$ cat config.mk
export PLATFORM = sky130hd
export DESIGN_NAME = base10000_dot_product_accumulator_top
export DESIGN_NICKNAME = d
export VERILOG_FILES = /design/src/sv/bdpa_pkg.sv /design/src/sv/base10000_dot_product_accumulator_top.sv
export SDC_FILE = /design/constraint.sdc
export NUM_CORES = 2
export LEC_CHECK = 0
export BUFFER_PORTS_ARGS = -buffer_cell sky130_fd_sc_hd__buf_2
export CORE_ASPECT_RATIO = 1.5
export CORE_MARGIN = 3
export CORE_UTILIZATION = 50
export DETAILED_ROUTE_END_ITERATION = 10
export GPL_TIMING_DRIVEN = 0
export PLACE_DENSITY = 0.69
export SLEW_MARGIN = 20
export SYNTH_ARGS = -nofsm -noshare
export SYNTH_HDL_FRONTEND = slang
export SYNTH_SLANG_ARGS = --single-unit
$ cat constraint.sdc
create_clock -name clk_i -period 10.3 [get_ports clk_i]
set_input_delay 1.545 -clock clk_i [delete_from_list [all_inputs] [get_ports clk_i]]
set_output_delay 1.545 -clock clk_i [all_outputs]
set_load 0.005 [all_outputs]
$ cat src/sv/bdpa_pkg.sv
`timescale 1ns / 1ps
`default_nettype none
// ----------------------------------------------------------------------------
// bdpa_pkg
// Widths and constants of the base-10000 dot-product accumulator.
// ----------------------------------------------------------------------------
package bdpa_pkg;

  localparam int unsigned DigW = 14;   // one base-10000 digit
  localparam int unsigned AccW = 32;   // running accumulator
  localparam int unsigned CntW = 16;   // wrap count
  localparam int unsigned ProdW = 2 * DigW;
  localparam int unsigned Q1W = 19;    // acc / 10^4 < 300000
  localparam int unsigned Q2W = 5;     // acc / 10^8 < 30
  localparam int unsigned RemW = 15;   // partial remainder before correction

  localparam logic [AccW-1:0] AccBase   = 32'd3000000000;
  localparam logic [AccW-1:0] DigitBase = 32'd10000;

  // floor(2^45 / 10^4): quotient estimate is exact or one low for acc < 2^32
  localparam int unsigned     Recip1Shift = 45;
  localparam logic [AccW-1:0] Recip1      = 32'd3518437208;
  // floor(2^32 / 10^4): same property for a 19-bit dividend
  localparam int unsigned     Recip2Shift = 32;
  localparam logic [Q1W-1:0]  Recip2      = 19'd429496;

  // AccBase / 10^8, weight of one wrap in the high part
  localparam logic [CntW-1:0] HighScale = 16'd30;

endpackage

`default_nettype wire

$ cat src/sv/base10000_dot_product_accumulator_top.sv
`timescale 1ns / 1ps
`default_nettype none
// ----------------------------------------------------------------------------
// base10000_dot_product_accumulator_top
// Accumulates x*y digit products; on the last term emits two base-10000
// digits and a high part of the dot product and clears its running state.
// ----------------------------------------------------------------------------
// Usage:
//   Input channel (in_valid_i / in_stall_o) carries one digit pair per
//   request plus a last-term mark. The product is folded into the
//   accumulator in the cycle the request is taken, so one term is taken
//   every cycle while in_stall_o is low.
//   Only a last-term request yields an output request (low, mid, high).
//   It runs through a five-register chain: captured sum, reciprocal
//   multiply for /10^4, remainder correction, reciprocal multiply for
//   /10^8, final correction into the output register.
//   Throughput: one term per cycle; the division chain is the only thing
//   that can hold the input.
//   Output stall backs up the chain stage by stage; in_stall_o rises only
//   when the captured-sum register is full and cannot move on.
//   Reset clears the accumulator, the wrap count and all valid flags.
// ----------------------------------------------------------------------------
module base10000_dot_product_accumulator_top (
  input  wire logic                          clk_i,
  input  wire logic                          rst_ni,
  input  wire logic                          in_valid_i,
  output      logic                          in_stall_o,
  input  wire logic [bdpa_pkg::DigW-1:0]     x_digit_i,
  input  wire logic [bdpa_pkg::DigW-1:0]     y_digit_i,
  input  wire logic                          last_term_i,
  output      logic                          out_valid_o,
  input  wire logic                          out_stall_i,
  output      logic [bdpa_pkg::DigW-1:0]     low_digit_o,
  output      logic [bdpa_pkg::DigW-1:0]     mid_digit_o,
  output      logic [bdpa_pkg::CntW-1:0]     high_part_o
);
  import bdpa_pkg::*;

  // running state
  logic [AccW-1:0]  acc_q, acc_d;
  logic [CntW-1:0]  cnt_q, cnt_d;

  // stage valids
  logic s1_vld_q, s2_vld_q, s3_vld_q, s4_vld_q, out_vld_q;
  logic s1_rdy, s2_rdy, s3_rdy, s4_rdy, out_rdy;

  // stage payloads
  logic [AccW-1:0]  s1_acc_q, s2_acc_q;
  logic [CntW-1:0]  s1_cnt_q;
  logic [CntW-1:0]  s2_hi_q, s3_hi_q, s4_hi_q;
  logic [Q1W-1:0]   s2_qest_q, s3_q1_q, s4_q1_q;
  logic [DigW-1:0]  s3_r0_q, s4_r0_q;
  logic [Q2W-1:0]   s4_qest_q;
  logic [DigW-1:0]  low_q, mid_q;
  logic [CntW-1:0]  high_q;

  logic             in_acc;
  logic [ProdW-1:0] prod;
  logic [AccW-1:0]  sum_raw, sum_fin;
  logic [CntW-1:0]  cnt_fin;
  logic [2*AccW-1:0] p1;
  logic [AccW-1:0]  r1_full;
  logic [RemW-1:0]  r1;
  logic [Q1W-1:0]   q1_fix;
  logic [DigW-1:0]  r0_fix;
  logic [2*Q1W-1:0] p2;
  logic [Q1W-1:0]   r2_full;
  logic [RemW-1:0]  r2;
  logic [Q2W-1:0]   q2_fix;
  logic [DigW-1:0]  r1_fix;

  // backpressure chain
  assign out_rdy = !out_vld_q || !out_stall_i;
  assign s4_rdy  = !s4_vld_q || out_rdy;
  assign s3_rdy  = !s3_vld_q || s4_rdy;
  assign s2_rdy  = !s2_vld_q || s3_rdy;
  assign s1_rdy  = !s1_vld_q || s2_rdy;

  assign in_stall_o = !s1_rdy;
  assign in_acc     = in_valid_i && !in_stall_o;

  // multiply-accumulate with one conditional wrap
  always_comb begin
    prod    = x_digit_i * y_digit_i;
    sum_raw = acc_q + AccW'(prod);
    sum_fin = sum_raw;
    cnt_fin = cnt_q;
    if (sum_raw >= AccBase) begin
      sum_fin = sum_raw - AccBase;
      cnt_fin = cnt_q + CntW'(1);
    end
  end

  always_comb begin
    acc_d = acc_q;
    cnt_d = cnt_q;
    if (in_acc) begin
      if (last_term_i) begin
        acc_d = '0;
        cnt_d = '0;
      end else begin
        acc_d = sum_fin;
        cnt_d = cnt_fin;
      end
    end
  end

  // acc / 10^4 estimate
  assign p1 = {{AccW{1'b0}}, s1_acc_q} * {{AccW{1'b0}}, Recip1};

  // remainder and correction for /10^4
  always_comb begin
    r1_full = s2_acc_q - AccW'(s2_qest_q) * DigitBase;
    r1      = r1_full[RemW-1:0];
    q1_fix  = s2_qest_q;
    r0_fix  = r1[DigW-1:0];
    if (r1 >= RemW'(DigitBase)) begin
      q1_fix = s2_qest_q + Q1W'(1);
      r0_fix = DigW'(r1 - RemW'(DigitBase));
    end
  end

  // q1 / 10^4 estimate
  assign p2 = {{Q1W{1'b0}}, s3_q1_q} * {{Q1W{1'b0}}, Recip2};

  // remainder and correction for the second digit
  always_comb begin
    r2_full = s4_q1_q - Q1W'(s4_qest_q) * Q1W'(DigitBase);
    r2      = r2_full[RemW-1:0];
    q2_fix  = s4_qest_q;
    r1_fix  = r2[DigW-1:0];
    if (r2 >= RemW'(DigitBase)) begin
      q2_fix = s4_qest_q + Q2W'(1);
      r1_fix = DigW'(r2 - RemW'(DigitBase));
    end
  end

  always_ff @(posedge clk_i or negedge rst_ni) begin
    if (!rst_ni) begin
      acc_q     <= '0;
      cnt_q     <= '0;
      s1_vld_q  <= 1'b0;
      s2_vld_q  <= 1'b0;
      s3_vld_q  <= 1'b0;
      s4_vld_q  <= 1'b0;
      out_vld_q <= 1'b0;
    end else begin
      acc_q <= acc_d;
      cnt_q <= cnt_d;
      if (s1_rdy)  s1_vld_q  <= in_acc && last_term_i;
      if (s2_rdy)  s2_vld_q  <= s1_vld_q;
      if (s3_rdy)  s3_vld_q  <= s2_vld_q;
      if (s4_rdy)  s4_vld_q  <= s3_vld_q;
      if (out_rdy) out_vld_q <= s4_vld_q;
    end
  end

  always_ff @(posedge clk_i) begin
    if (s1_rdy && in_acc && last_term_i) begin
      s1_acc_q <= sum_fin;
      s1_cnt_q <= cnt_fin;
    end
    if (s2_rdy && s1_vld_q) begin
      s2_acc_q  <= s1_acc_q;
      s2_qest_q <= p1[Recip1Shift +: Q1W];
      s2_hi_q   <= CntW'(s1_cnt_q * HighScale);
    end
    if (s3_rdy && s2_vld_q) begin
      s3_q1_q <= q1_fix;
      s3_r0_q <= r0_fix;
      s3_hi_q <= s2_hi_q;
    end
    if (s4_rdy && s3_vld_q) begin
      s4_q1_q   <= s3_q1_q;
      s4_qest_q <= p2[Recip2Shift +: Q2W];
      s4_r0_q   <= s3_r0_q;
      s4_hi_q   <= s3_hi_q;
    end
    if (out_rdy && s4_vld_q) begin
      low_q  <= s4_r0_q;
      mid_q  <= r1_fix;
      high_q <= s4_hi_q + CntW'(q2_fix);
    end
  end

  assign out_valid_o = out_vld_q;
  assign low_digit_o = low_q;
  assign mid_digit_o = mid_q;
  assign high_part_o = high_q;

  // accumulator never holds a value at or above the wrap point
  a_acc_range: assert property (@(posedge clk_i) disable iff (!rst_ni)
    acc_q < AccBase)
    else $error("accumulator out of range");

  // last term clears running state
  a_last_clears: assert property (@(posedge clk_i) disable iff (!rst_ni)
    in_acc && last_term_i |=> acc_q == '0 && cnt_q == '0)
    else $error("state not cleared after last term");

  // input is only held back by a full, blocked capture stage
  a_stall_cause: assert property (@(posedge clk_i) disable iff (!rst_ni)
    in_stall_o |-> s1_vld_q && s2_vld_q && s3_vld_q && s4_vld_q && out_vld_q)
    else $error("input stalled with room in the chain");

  // emitted digits are proper base-10000 digits
  a_digit_range: assert property (@(posedge clk_i) disable iff (!rst_ni)
    out_vld_q |-> low_q < DigW'(DigitBase) && mid_q < DigW'(DigitBase))
    else $error("output digit out of range");

endmodule

`default_nettype wire

==> impl_metrics.toml <==
[status]
status = "finished clean"

[sta]
hold_viol_final = 0
tns_ns = 0
clock_skew_ns = 0.0183
rsz0062_at_grt = "no"
slew_violations = 0
worst_slack_ns = 1.07
setup_violations = 0
fin_crit_ns = 9.23
relSlewSlack_pct = 33.2
max_freq_mhz = 108
worst-slew-pin-transition_ns = 1.00
fin_crit_sh_pct = 89.6

[clock_tree]
cts_buffers = 31
clock_latency_ns = 0.60
htreeDepth = 1
cts.repair.resized = 0
post_cts_buffers = 0
cts_hold_buf = 0
cts_max_path_buffers = 3
clock-sinks = 289
clk_pin_slew_ns = 0.07
tritoncts = "built"
root_buffer = "clkbuf_16"

[floorplanning]
initial_core_util_pct = 50.5
rows = 131
dieArea_um2 = 90000
die_width_um = 246
core_area_um2 = 85400
io_pins = 79
die_y_um = 366

[global_route]
grt_pass1_vias = 30400
grtUsageTotal_pct = 22.1
antenna_found_initial = 0
grt_max_degree = 53
grt_pass1_wl_um = 156000
gr-total-overflow = 0

[critical_path]
cpPeakStageDelay_ns = 0.80
end_kind = "register"
crit_family = "adder cells"
arrival_ns = 9.75
cp_slowest_cell = "o41ai_1"
r2r_cells = 23
cp_num_buf_inv = 8
crit_top_cell = "fa_1"
startpoint_type = "primary input"
path_max_fanout = 10
cp.required_ns = 10.83
cp.depth = 28
critPathKind = "in2reg"

[detailed_routing]
first_pass_iters = 5
post-route-drc-count = 0
drtIter0Drc = 1131
via_count = 27200
via_per_inst = 5.19
postRouteAntennaNets = 0
post_drt_wl_per_cell_um = 18.2
wl_um = 95400

[placement]
placed_area_um2 = 45100
gp_congestion = 0.983
dpl_worst_slack_ns = 0.481
numPortBuffers = 78
hpwlAfterDp_um = 83200

[logic_synthesis]
avgSynthCellArea_um2 = 10.9
async_flop_share_pct = 18.0
synth_edf_count = 237
synth.distinct_cells = 86
synth_flop_cell = "edfxtp_1"
synth_nets = 5412
synth_area_um2 = 43200
synth.ff_latch_count = 289
netlist_instances = 3966
seq_area_frac_synth_pct = 19.5
yosys_warnings = 0

[hold_path]
whs_path_depth = 0
min_path_type = "reg2reg"

[cells_and_area]
final_core_util_pct = 54.1
design_area_um2 = 46200
post_route_cells_drive_above_1_share_pct = 4.55
layout.nets = 5528
syn_to_final_growth_pct = 7.08

[flow_run]
maxCapViolCount = 0
==> kinds of logic after synthesis <==
group	Yosys count	synth area share (%)
AO/OA/AOI/OAI	345	5.52
XOR/XNOR	189	3.85
adder cells (fa/ha/maj)	1413	53.9
buffers and inverters	1124	9.83
flip-flops	289	19.5
multiplexers	14	0.330
AND/OR/NAND/NOR	592	7.07
==> placed cells by master, fill, tap and decap left out, types with 22 or more instances in the layout <==
cell type,count
a21o_1,43
a21oi_1,91
and2_1,109
buf_2,87
clkbuf_1,55
clkbuf_16,31
dfrtp_1,52
edfxtp_1,237
fa_1,744
ha_1,669
inv_1,1061
nand2_1,210
nand3_1,36
nand4_1,29
nor2_1,70
nor3_1,22
o21ai_0,56
xnor2_1,147
xor2_1,41
==> state kept, by name (all words and copies together) (netlist names) <==
| signal | cells |
|---|---|
| s4_q1_q | 15 |
| s3_q1_q | 19 |
| s4_qest_q | 5 |
| low_digit_o | 14 |
| out_valid_o | 1 |
| s2_hi_q | 15 |
| cnt_q | 15 |
| s2_acc_q | 15 |
| s4_vld_q | 1 |
| s1_vld_q | 1 |
| s4_r0_q | 14 |
| s1_cnt_q | 15 |
| s1_acc_q | 32 |
| high_part_o | 16 |
| s3_hi_q | 15 |
| s3_vld_q | 1 |
| s2_vld_q | 1 |
| s4_hi_q | 15 |
| acc_q | 32 |
| s3_r0_q | 14 |
| mid_digit_o | 14 |
| s2_qest_q | 19 |
==> worst register-to-register path, stage by stage (launching register included) <==
cell	delay, ns
edfxtp_1	1.01
ha_1	0.40
inv_1	0.20
fa_1	0.49
fa_1	0.51
fa_1	0.59
fa_1	0.44
fa_1	0.51
inv_1	0.06
fa_1	0.41
fa_1	0.49
ha_1	0.28
nand4_1	0.06
or2_2	0.33
nor3_1	0.69
o311ai_0	0.28
a21oi_1	0.40
nor3_1	0.15
nor3_1	0.22
nor2_1	0.13
a21oi_1	0.32
a211oi_1	0.21
o21ai_0	0.24
xnor2_1	0.10
==> routing by layer <==
metal / GRT usage [%] / vias up / part of all wire (%)
met5: 0 / - / 0
met4: 10.3 / 0 / 5.7
met3: 1.87 / 239 / 2.9
met2: 43.2 / 510 / 56
met1: 23.5 / 13800 / 35
li1: - / 12700 / -
==> worst paths after layout <==
| check | from | endpoint | slack, ns |
|---|---|---|---|
| max | x_digit_i[5] | acc_q[28] | 1.07 |
| min | s2_hi_q[1] | s3_hi_q[1] | 0.41 |
| max reg2reg | s1_acc_q[13] | s2_qest_q[18] | 1.52 |
| min reg2reg | s2_hi_q[1] | s3_hi_q[1] | 0.41 |
| max in group asynchronous | rst_ni | acc_q[29] | 8.74 |
| min in group asynchronous | rst_ni | acc_q[7] | 1.03 |
==> synth_stat cells, types with 9 or more instances <==
cell type,count,share of area (%)
a21o_1,43,0.75
a21oi_1,91,1.1
a22o_1,21,0.43
and2_1,111,1.6
and3_1,11,0.16
buf_2,10,0.12
clkbuf_1,51,0.44
dfrtp_1,52,3.0
edfxtp_1,237,16
fa_1,744,35
ha_1,669,19
inv_1,1061,9.2
mux2i_1,12,0.28
nand2_1,210,1.8
nand2b_1,15,0.22
nand3_1,36,0.42
nand4_1,29,0.42
nor2_1,71,0.62
nor2b_1,22,0.32
nor3_1,22,0.26
nor3b_1,10,0.17
nor4b_1,9,0.18
o21a_1,17,0.30
o21ai_0,56,0.65
o21ai_1,15,0.17
o21bai_1,17,0.30
or3_1,9,0.13
xnor2_1,147,3.0
xor2_1,41,0.83
==> layout make-up <==
cell class | count | area [um^2]
Fill cell | 7464 | 39200
Multi-Input combinational cell | 2553 | 30500
Sequential cell | 289 | 8420
Inverter | 1061 | 3980
Tap cell | 1130 | 1410
Clock buffer | 36 | 805
Timing Repair Buffer | 83 | 500
Clock inverter | 22 | 302
Buffer | 63 | 260
Antenna cell | 2 | 5.00
==> stage by stage <==
stage,std cells,hold slack (ns)
after floorplan,3966,0.400
after CTS,5237,0.405
final,5239,0.413
after detailed placement,5179,0.405
after global routing,5237,0.403
after global placement,5174,0.401
Power is left out: the tool's default activity adds up to more than one toggle a clock period on the data nets, which glitch-free logic cannot reach.
